===== config.mk =====
export PLATFORM = sky130hd
export DESIGN_NAME = ir_remote_pulse_decoder
export DESIGN_NICKNAME = d
export VERILOG_FILES = /design/src/design/irpd_pkg.sv /design/src/design/irpd_core.sv /design/src/design/irpd_outbuf.sv /design/src/design/ir_remote_pulse_decoder.sv
export SDC_FILE = /design/constraint.sdc
export NUM_CORES = 1
export LEC_CHECK = 0
export BUFFER_PORTS_ARGS = -buffer_cell sky130_fd_sc_hd__buf_2
export CELL_PAD_IN_SITES_DETAIL_PLACEMENT = 1
export CELL_PAD_IN_SITES_GLOBAL_PLACEMENT = 2
export CORE_ASPECT_RATIO = 1.25
export CORE_MARGIN = 2
export CORE_UTILIZATION = 40
export CTS_CLUSTER_SIZE = 10
export DETAILED_ROUTE_END_ITERATION = 10
export GPL_TIMING_DRIVEN = 0
export PLACE_DENSITY = 0.82
export REMOVE_ABC_BUFFERS = 1
export SKIP_LAST_GASP = 1
export SLEW_MARGIN = 20
export SYNTH_ARGS = -nofsm -noshare
export SYNTH_HDL_FRONTEND = slang
export SYNTH_SLANG_ARGS = --single-unit

===== constraint.sdc =====
create_clock -name i_clk -period 10.95 [get_ports i_clk]
set_input_delay 2.19 -clock i_clk [delete_from_list [all_inputs] [get_ports i_clk]]
set_output_delay 2.19 -clock i_clk [all_outputs]
set_load 0.01 [all_outputs]

===== src/design/irpd_pkg.sv =====
// Shared types, register indexes and reset values of the IR pulse decoder.
package irpd_pkg;

    // Configuration register file
    localparam int CFG_REGS     = 8;
    localparam int CFG_IDX_W    = $clog2(CFG_REGS);
    localparam int CFG_ADDR_W   = 4;
    localparam int CFG_DATA_W   = 16;

    localparam logic [CFG_ADDR_W-1:0] CFG_ZERO_LOW   = 4'd0;
    localparam logic [CFG_ADDR_W-1:0] CFG_ZERO_HIGH  = 4'd1;
    localparam logic [CFG_ADDR_W-1:0] CFG_ONE_LOW    = 4'd2;
    localparam logic [CFG_ADDR_W-1:0] CFG_ONE_HIGH   = 4'd3;
    localparam logic [CFG_ADDR_W-1:0] CFG_REP_LOW    = 4'd4;
    localparam logic [CFG_ADDR_W-1:0] CFG_REP_HIGH   = 4'd5;
    localparam logic [CFG_ADDR_W-1:0] CFG_LEAD_LOW   = 4'd6;
    localparam logic [CFG_ADDR_W-1:0] CFG_LEAD_HIGH  = 4'd7;

    localparam logic [CFG_DATA_W-1:0] CFG_RESET [CFG_REGS] = '{
        16'd300, 16'd800, 16'd1400, 16'd1900, 16'd2200, 16'd2700, 16'd4200, 16'd4700
    };

    // Default build parameters
    localparam int DEF_TIMEOUT_TICKS = 14;
    localparam int DEF_WORD_BITS     = 32;

    // Field widths
    localparam int MODE_W  = 2;
    localparam int CAP_W   = 16;
    localparam int OUT_W   = 32;
    localparam int CNT_W   = 8;
    localparam int TICK_W  = 4;
    localparam int RES_W   = OUT_W + CNT_W + 4 + TICK_W;

    // Event kinds on the input stream
    typedef enum logic [MODE_W-1:0] {
        MODE_TICK    = 2'd0,
        MODE_CAPTURE = 2'd1,
        MODE_ACK     = 2'd2
    } t_mode;

    // One result item, packed lowest field last so that it maps onto tdata
    typedef struct packed {
        logic [TICK_W-1:0] tick_count;
        logic              restart_timer;
        logic              awaiting_falling;
        logic              frame_done;
        logic              lead_seen;
        logic [CNT_W-1:0]  repeat_count;
        logic [OUT_W-1:0]  received_word;
    } t_result;

endpackage


===== src/design/irpd_core.sv =====
// Input register, configuration registers and the pulse decoding state.
module irpd_core
    import irpd_pkg::*;
#(
    parameter int TIMEOUT_TICKS = DEF_TIMEOUT_TICKS,
    parameter int WORD_BITS     = DEF_WORD_BITS
) (
    input  logic                  i_clk,
    input  logic                  i_rst_n,
    input  logic                  i_load,
    input  logic [MODE_W-1:0]     i_mode,
    input  logic [CAP_W-1:0]      i_capture,
    input  logic                  i_space,
    input  logic                  i_cfg_we,
    input  logic [CFG_ADDR_W-1:0] i_cfg_index,
    input  logic [CFG_DATA_W-1:0] i_cfg_data,
    output logic                  o_busy,
    output logic                  o_fire,
    output t_result               o_result
);

    logic                  r_in_valid;
    logic [MODE_W-1:0]     r_in_mode;
    logic [CAP_W-1:0]      r_in_capture;
    logic [CFG_DATA_W-1:0] r_cfg [CFG_REGS];

    logic                  r_lead, n_lead;
    logic                  r_done, n_done;
    logic                  r_rising, n_rising;
    logic [TICK_W-1:0]     r_ticks, n_ticks;
    logic [WORD_BITS-1:0]  r_shift, n_shift;
    logic [CNT_W-1:0]      r_rep, n_rep;
    logic                  n_restart;
    logic                  in_zero, in_one, in_rep, in_lead;
    logic [OUT_W-1:0]      word_out;

    assign o_busy = r_in_valid;
    assign o_fire = r_in_valid && i_space;

    // Input register
    always_ff @(posedge i_clk) begin
        if (!i_rst_n) begin
            r_in_valid <= 1'b0;
        end else if (i_load) begin
            r_in_valid <= 1'b1;
        end else if (o_fire) begin
            r_in_valid <= 1'b0;
        end
    end

    always_ff @(posedge i_clk) begin
        if (i_load) begin
            r_in_mode    <= i_mode;
            r_in_capture <= i_capture;
        end
    end

    // Configuration registers; writes past the list are dropped
    always_ff @(posedge i_clk) begin
        if (!i_rst_n) begin
            r_cfg <= CFG_RESET;
        end else if (i_cfg_we && (i_cfg_index < CFG_ADDR_W'(CFG_REGS))) begin
            r_cfg[i_cfg_index[CFG_IDX_W-1:0]] <= i_cfg_data;
        end
    end

    // Exclusive width windows
    assign in_zero = (r_in_capture > r_cfg[CFG_ZERO_LOW[CFG_IDX_W-1:0]]) &&
                     (r_in_capture < r_cfg[CFG_ZERO_HIGH[CFG_IDX_W-1:0]]);
    assign in_one  = (r_in_capture > r_cfg[CFG_ONE_LOW[CFG_IDX_W-1:0]]) &&
                     (r_in_capture < r_cfg[CFG_ONE_HIGH[CFG_IDX_W-1:0]]);
    assign in_rep  = (r_in_capture > r_cfg[CFG_REP_LOW[CFG_IDX_W-1:0]]) &&
                     (r_in_capture < r_cfg[CFG_REP_HIGH[CFG_IDX_W-1:0]]);
    assign in_lead = (r_in_capture > r_cfg[CFG_LEAD_LOW[CFG_IDX_W-1:0]]) &&
                     (r_in_capture < r_cfg[CFG_LEAD_HIGH[CFG_IDX_W-1:0]]);

    // Next state for the event in the input register
    always_comb begin
        n_lead    = r_lead;
        n_done    = r_done;
        n_rising  = r_rising;
        n_ticks   = r_ticks;
        n_shift   = r_shift;
        n_rep     = r_rep;
        n_restart = 1'b0;
        unique case (t_mode'(r_in_mode))
            MODE_TICK: begin
                if (r_lead) begin
                    n_rising = 1'b0;
                    if (r_ticks == '0) begin
                        n_done = 1'b1;
                    end
                    if (r_ticks < TICK_W'(TIMEOUT_TICKS)) begin
                        n_ticks = r_ticks + TICK_W'(1);
                    end else begin
                        n_lead  = 1'b0;
                        n_ticks = '0;
                    end
                end
            end
            MODE_CAPTURE: begin
                if (!r_rising) begin
                    // rising edge: restart the timer and wait for the falling one
                    n_rising  = 1'b1;
                    n_restart = 1'b1;
                end else begin
                    n_rising = 1'b0;
                    if (r_lead) begin
                        priority if (in_zero) begin
                            n_shift = {r_shift[WORD_BITS-2:0], 1'b0};
                        end else if (in_one) begin
                            n_shift = {r_shift[WORD_BITS-2:0], 1'b1};
                        end else if (in_rep) begin
                            n_rep   = r_rep + CNT_W'(1);
                            n_ticks = '0;
                        end else begin
                            n_shift = r_shift;
                        end
                    end else if (in_lead) begin
                        n_lead = 1'b1;
                        n_rep  = '0;
                    end
                end
            end
            MODE_ACK: begin
                n_done = 1'b0;
            end
            default: begin
                n_done = r_done;
            end
        endcase
    end

    // Decoder state, updated as each event moves to the result stage
    always_ff @(posedge i_clk) begin
        if (!i_rst_n) begin
            r_lead   <= 1'b0;
            r_done   <= 1'b0;
            r_rising <= 1'b0;
            r_ticks  <= '0;
            r_shift  <= '0;
            r_rep    <= '0;
        end else if (o_fire) begin
            r_lead   <= n_lead;
            r_done   <= n_done;
            r_rising <= n_rising;
            r_ticks  <= n_ticks;
            r_shift  <= n_shift;
            r_rep    <= n_rep;
        end
    end

    // Low bits of the shift register as the reported word
    generate
        if (WORD_BITS >= OUT_W) begin : g_word_wide
            assign word_out = n_shift[OUT_W-1:0];
        end else begin : g_word_narrow
            assign word_out = {{(OUT_W-WORD_BITS){1'b0}}, n_shift};
        end
    endgenerate

    always_comb begin
        o_result.received_word    = word_out;
        o_result.repeat_count     = n_rep;
        o_result.lead_seen        = n_lead;
        o_result.frame_done       = n_done;
        o_result.awaiting_falling = n_rising;
        o_result.restart_timer    = n_restart;
        o_result.tick_count       = n_ticks;
    end

endmodule


===== src/design/irpd_outbuf.sv =====
// Result register with a skid entry so the input side never waits on tready directly.
module irpd_outbuf
    import irpd_pkg::*;
(
    input  logic    i_clk,
    input  logic    i_rst_n,
    input  logic    i_push,
    input  t_result i_result,
    input  logic    i_ready,
    output logic    o_space,
    output logic    o_valid,
    output t_result o_result
);

    logic    r_out_valid;
    logic    r_skid_valid;
    t_result r_out;
    t_result r_skid;
    logic    pop;

    assign pop     = r_out_valid && i_ready;
    assign o_space = !r_skid_valid;
    assign o_valid = r_out_valid;
    assign o_result = r_out;

    // Valid flags
    always_ff @(posedge i_clk) begin
        if (!i_rst_n) begin
            r_out_valid  <= 1'b0;
            r_skid_valid <= 1'b0;
        end else if (r_skid_valid) begin
            if (pop) begin
                r_skid_valid <= 1'b0;
            end
        end else if (i_push) begin
            if (r_out_valid && !pop) begin
                r_skid_valid <= 1'b1;
            end else begin
                r_out_valid <= 1'b1;
            end
        end else if (pop) begin
            r_out_valid <= 1'b0;
        end
    end

    // Payload moves: skid drains first, otherwise a new request lands
    always_ff @(posedge i_clk) begin
        if (r_skid_valid) begin
            if (pop) begin
                r_out <= r_skid;
            end
        end else if (i_push) begin
            if (r_out_valid && !pop) begin
                r_skid <= i_result;
            end else begin
                r_out <= i_result;
            end
        end
    end

endmodule


===== src/design/ir_remote_pulse_decoder.sv =====
// Top level of the NEC-style infrared remote pulse decoder.
//
// Input stream: one request per timer event. tuser carries the event kind
// (overflow tick, capture edge, frame acknowledge), tdata the captured
// timer count in microseconds. Output stream: one request per event with
// the decoder state after that event plus the restart_timer pulse.
// Configuration: eight 16-bit window bounds written through i_cfg_*; the
// port is always ready and should only be written while no event is in
// flight.
//
// An accepted event passes the input register, then the window compares and
// state update into the result register. One event is taken every cycle
// while the output side has space; the limit is the single state update
// stage, which holds all decoder state. Reset (synchronous, active low)
// clears the decoder state, reloads the default windows and empties both
// stages. When the receiver stalls, one more result parks in a skid entry,
// then the input register fills and o_s_axis_tready drops until the output
// drains.
module ir_remote_pulse_decoder
    import irpd_pkg::*;
#(
    parameter int TIMEOUT_TICKS = DEF_TIMEOUT_TICKS,
    parameter int WORD_BITS     = DEF_WORD_BITS
) (
    input  logic                  i_clk,
    input  logic                  i_rst_n,
    input  logic                  i_s_axis_tvalid,
    output logic                  o_s_axis_tready,
    input  logic [15:0]           i_s_axis_tdata,   // [15:0] capture_value
    input  logic [7:0]            i_s_axis_tuser,   // [1:0] mode, rest zero
    output logic                  o_m_axis_tvalid,
    input  logic                  i_m_axis_tready,
    // [31:0] received_word, [39:32] repeat_count, [40] lead_seen,
    // [41] frame_done, [42] awaiting_falling, [43] restart_timer, [47:44] tick_count
    output logic [RES_W-1:0]      o_m_axis_tdata,
    input  logic                  i_cfg_valid,
    output logic                  o_cfg_ready,
    input  logic [CFG_ADDR_W-1:0] i_cfg_index,
    input  logic [CFG_DATA_W-1:0] i_cfg_data
);

    logic    busy;
    logic    fire;
    logic    space;
    t_result core_res;
    t_result out_res;

    assign o_s_axis_tready = !busy || space;
    assign o_cfg_ready     = 1'b1;
    assign o_m_axis_tdata  = out_res;

    irpd_core #(
        .TIMEOUT_TICKS (TIMEOUT_TICKS),
        .WORD_BITS     (WORD_BITS)
    ) u_core (
        .i_clk       (i_clk),
        .i_rst_n     (i_rst_n),
        .i_load      (i_s_axis_tvalid && o_s_axis_tready),
        .i_mode      (i_s_axis_tuser[MODE_W-1:0]),
        .i_capture   (i_s_axis_tdata),
        .i_space     (space),
        .i_cfg_we    (i_cfg_valid && o_cfg_ready),
        .i_cfg_index (i_cfg_index),
        .i_cfg_data  (i_cfg_data),
        .o_busy      (busy),
        .o_fire      (fire),
        .o_result    (core_res)
    );

    irpd_outbuf u_outbuf (
        .i_clk    (i_clk),
        .i_rst_n  (i_rst_n),
        .i_push   (fire),
        .i_result (core_res),
        .i_ready  (i_m_axis_tready),
        .o_space  (space),
        .o_valid  (o_m_axis_tvalid),
        .o_result (out_res)
    );

endmodule


; ---- Word-level counts from Yosys, hierarchy flattened
; Cells that the tools add are included.
[word_totals]
ff_bits = 292
inputBits = 49
output_inout_bits = 51
elab_cells = 125
[op_classes]
n_addsub = 2
n_lt_le_gt_ge = 12
n_eq_ne = 5
muxes = 49
bitwise = 2
reduce_logical = 22
[ops]
columns = operator, count
row1 = $mux W48, 4
row2 = $mux W32, 5
row3 = $bwmux W128, 1
row4 = $gt A16 B16 Y1, 4
row5 = $lt A16 B16 Y1, 4
row6 = $mux W8, 7
row7 = $demux W16 S3, 1
row8 = $mux W4, 7
row9 = $mux W1, 19
row10 = $mux W16, 1
row11 = $logic_and A1 B1 Y1, 10
row12 = $reduce_and A3 Y1, 3
row13 = $add A8 B1 Y8 const B, 1
row14 = $lt A4 B4 Y1 const B, 2
row15 = $pmux W4 S2, 1
row16 = $pmux W1 S2, 3
row17 = $reduce_bool A2 Y1, 3
row18 = $add A4 B1 Y4 const B, 1
row19 = $ge A4 B4 Y1 const B, 1
row20 = $logic_not A4 Y1, 1
row21 = $lt A4 B1 Y1 const B, 1
row22 = $ne A2 B2 Y1 const B, 2
row23 = $not A3 Y4, 1
row24 = $logic_not A1 Y1, 3
row25 = other kinds (6), 6

; ---- Logic depth before layout (Yosys ltp)
[depth]
ltp_word = 11
mapped_depth = 12
mapped_depth_nobuf = 10

; ---- Hierarchy
; Synthesis repeated with hierarchy kept, for this count alone.
[unflattened]
cells_unflattened = 1503
hier_area_um2 = 15035.7
[modules_own_cells]
columns = module, instances, cells_each, area_each_um2, seq_area_each_um2
row1 = irpd_core, 1, 1335, 11220.8, 4063.9
row2 = irpd_outbuf, 1, 164, 3781.1, 2922.8
row3 = ir_remote_pulse_decoder, 1, 4, 33.8, 0.0

; ---- Worst setup path after synthesis
; Ideal clock, no wire load.
[synth_timing]
kind = input to register
start = input port i_m_axis_tready
end = register u_outbuf.r_out (netlist bit u_outbuf.o_result[0]) (enable)
setup_time_ns = 0.470
arrival_ns = 4.602
required_ns = 10.480
slack_ns = 5.879
cell_stages = 2
n_path_buf = 0
path_cell_list = inv_1 a21oi_1
[synth_between]
elab_chain_cells = 5
elab_cells_between_ends = 6
classes_between = eq/ne (2) / reduce/logical (4)
[synth_rtl]
columns = item, line_no
row1 = start: declaration, ir_remote_pulse_decoder.sv:32  ; input logic i_m_axis_tready,
row2 = $logic_and A1 B1 Y1 *, irpd_outbuf.sv:21  ; assign pop = r_out_valid && i_ready;
row3 = $logic_not A1 Y1, irpd_outbuf.sv:53  ; if (r_out_valid && !pop) begin
row4 = $logic_and A1 B1 Y1, irpd_outbuf.sv:53
row5 = $ne A2 B1 Y1 (no line), -
row6 = $reduce_and A3 Y1 (no line) *, -
row7 = end signal: assignment, irpd_outbuf.sv:50  ; r_out <= r_skid;
row8 = end signal: assignment, irpd_outbuf.sv:56  ; r_out <= i_result;
row9 = end: declaration, irpd_outbuf.sv:17  ; t_result r_out;
; Every way passes the cells marked *; elsewhere a longest branch is shown, timed or not.
; A chain may end at the register's enable or synchronous reset.

; ---- Worst setup path in the final report
[layout_timing]
start = register u_core.r_in_capture[10]
end = register u_core.r_shift[31]
[layout_between]
elab_chain_cells = 7
elab_cells_between_ends = 11
classes_between = order compare (4) / mux (5) / reduce/logical (2)
[layout_rtl]
columns = item, line_no
row1 = start: declaration, irpd_core.sv:24  ; logic [CAP_W-1:0] r_in_capture;
row2 = start signal: assignment, irpd_core.sv:54  ; r_in_capture <= i_capture;
row3 = $gt A16 B16 Y1 or $lt A16 B16 Y1 (tied branches), "irpd_core.sv:70, irpd_core.sv:71"
row4 = $logic_and A1 B1 Y1, irpd_core.sv:70  ; assign in_one = (r_in_capture > r_cfg[CFG_ONE_LOW[CFG_IDX_W-1:0]]) &&
row5 = $mux W32, irpd_core.sv:111  ; end else if (in_one) begin
row6 = $mux W32 *, irpd_core.sv:109  ; priority if (in_zero) begin
row7 = $mux W32 *, irpd_core.sv:108  ; if (r_lead) begin
row8 = $mux W32 *, irpd_core.sv:102  ; if (!r_rising) begin
row9 = $mux W32 *, irpd_core.sv:86  ; unique case (t_mode'(r_in_mode))
row10 = end signal: assignment, irpd_core.sv:148  ; r_shift <= n_shift;
row11 = end: declaration, irpd_core.sv:31  ; logic [WORD_BITS-1:0] r_shift, n_shift;
; Marks and branches as above.

==> results.toml <==
[cts]
cts_sinks = 292
h-tree-depth = 2
cts_buffer_depth = 3
post_cts.repair.setup_buffers = 0
cts_buffers = 36
clock_latency_ns = 0.52
cts_root_buffer = "clkbuf_16"
clk_pin_slew_ns = 0.05
ctsHoldBuffers = 0
cts-resized-gates = 0
cts_tree = "built"

[final_layout]
register_area_um2 = 6990
final_common_cell = "nand2_1"
area_delta_synth_final_pct = 13.3
stdcell_area_um2 = 16900
layout-drive-gt1-share_pct = 14.2
multi_input_area_um2 = 7010
final_nets = 1763
diodes = 0
n_fill_cell = 4204
layout_common_cells = "312 x nand2_1, 178 x dfxtp_1, 136 x inv_1, 127 x ha_1, 114 x edfxtp_1"

[sta]
relSlewSlack_pct = 33.3
worst_pin_slew_ns = 0.999
clock.fmax_ghz = 0.232
drv_slew = 0
min_period_ns = 4.31
final_hold_viol_count = 0
fin_crit_sh_pct = 39.4
skew_ns = 0.00692
final.setup.tns_ns = 0
rsz0062_at_grt = "false"
setup_violations = 0

[global_route]
grt_pass1_wl_mm = 63.6
grt_pass1_vias = 11633
antenna_found_initial = 0
grt_usage_pct = 20.8
grt_start_max_net_pins = 100
gr-total-overflow = 0

[floorplan]
core_area_um2 = 37000
ios = 100
start_util_pct = 40.4
rows = 79
chipHeight_um = 220
die_area_um2 = 38900
die_w_um = 177

[run]
drv_cap = 0

[route]
wire_per_inst_um = 18.9
first_iter_violations = 502
drtAntennaViolNets = 0
drc_errors = 0
postRouteWirelength_mm = 39.7
viasPerCell = 5.33
dr.pass1.iters = 6
vias = 11181

[logic_synthesis]
synth_flop_cell = "dfxtp_1"
synth_top_area_cell = "dfxtp_1"
postSynthCellCount = 1534
synth_edf_count = 114
ys_seq_area_share_pct = 46.8
synthArstFlopShare_pct = 0
synth_area_um2 = 14900
ys_types = 66
yosysTopAreaCellShare_pct = 23.9
ys_seq_elements = 292
yosys_warnings = 0
syn_area_per_cell_um2 = 9.73
synth_area_leaders = "dfxtp_1 24%, edfxtp_1 23%, ha_1 11%"

[critical_path]
critPathArrivalTime_ns = 4.76
worst-setup-path-type = "reg2reg"
crit_required_ns = 11.40
start_kind = "register"
cp-end-kind = "register"
critPathMaxFanout = 18

[place]
io_buffers = 92
hpwl_mm = 26.7
routabilityCongestion = 0.796
place_area_um2 = 15800

[power]
p_leak_nw = 6.76
ir_drop_mv = 0.0980
powerDensity_nw_per_um2 = 146

[min_path]
worstHoldPathType = "reg2reg"

[run_status]
outcome = "finished clean"
-- per-stage QoR --
step	utilization, %	power [mW]	setup slack [ns]	cells	hold slack [ns]
after floorplan	-	1.29	5.88	1446	0.438
after global placement	42.1	1.37	4.47	2024	0.448
after detailed placement	42.8	1.38	6.57	2035	0.457
after CTS	45.8	2.51	6.61	2098	0.465
after global routing	45.8	2.58	6.51	2098	0.484
final	45.8	2.48	6.64	2098	0.461
-- Yosys cell counts, types with 4 or more instances --
master and instances:
a211o_1 4, a21boi_0 94, a21o_1 14, a21oi_1 63
a31oi_1 17, and2_1 5, and3_1 7, buf_1 4
buf_4 18, buf_6 6, clkbuf_1 58, dfxtp_1 178
edfxtp_1 114, ha_1 127, inv_1 137, mux2_2 59
mux2_4 8, mux2i_1 33, nand2_1 312, nand2b_1 7
nand3_1 35, nand3b_1 7, nand4_1 23, nor2_1 35
nor2b_1 6, nor3_1 12, nor3b_1 5, nor4_1 5
o211ai_1 44, o21a_1 7, o21ai_0 25, o21bai_1 4
o22ai_1 5, or4_1 4
-- path summary, 6_finish.rpt --
path                             end                    start  cells after the start  slack [ns]
setup / recovery  u_core.r_shift[31]  u_core.r_in_capture[10]                     10        6.64
hold reg to reg     u_core.r_cfg[94]         u_core.r_cfg[94]                      2        0.46
hold / removal      u_core.r_cfg[94]         u_core.r_cfg[94]                      2        0.46
setup reg to reg  u_core.r_shift[31]  u_core.r_in_capture[10]                     10        6.64
-- layer usage --
layer	track usage (%)	wire length, um
met2	38.4	20400
met4	6.36	900
met3	2.80	1310
met5	0	0
met1	25.0	17000
-- critical path, stage by stage, from the launching register on --
cell	delay, ns
edfxtp_1	0.59
ha_1	0.41
nand4_1	0.32
or2_0	0.33
o32a_1	0.41
a21oi_1	0.20
and3b_1	0.27
o211ai_4	0.61
nand2b_2	0.62
buf_16	0.25
mux2i_1	0.22
-- area by class of cell --
class | count | share of cell area (%)
multi-input cells | 1016 | 41.4
well taps | 486 | 3.59
clock buffers | 59 | 6.01
inverters | 138 | 3.06
flip-flops and latches | 292 | 41.3
clock inverters | 4 | 0.466
repair buffers | 103 | 4.12
-- flip-flops by register name, indices dropped and copies added (netlist names) --
signal,flops
u_core.o_busy,1
u_core.r_cfg,128
u_core.r_done,1
u_core.r_in_capture,16
u_core.r_in_mode,2
u_core.r_lead,1
u_core.r_rep,8
u_core.r_rising,1
u_core.r_shift,32
u_core.r_ticks,4
u_outbuf.o_result,48
u_outbuf.o_valid,1
u_outbuf.r_skid,48
u_outbuf.r_skid_valid,1
-- cells by family (layout without fill, tap and decap cells) --
logic type | count (synthesis) | count (layout) | share of synthesized area [%]
compound gates | 313 | 313 | 14.6
fa+ha+maj | 127 | 127 | 10.6
buf+inv | 226 | 304 | 6.45
flops | 292 | 292 | 46.8
mux | 100 | 100 | 7.47
other cells | 1 | 1 | 0.0251
simple gates | 475 | 475 | 14.0
-- power breakdown --
part / switching [mW] / internal (mW)
clock network: 0.462 / 0.660
registers: 0.0236 / 1.15
logic: 0.112 / 0.0676
No activity file was read; power rests on OpenSTA's default activity.
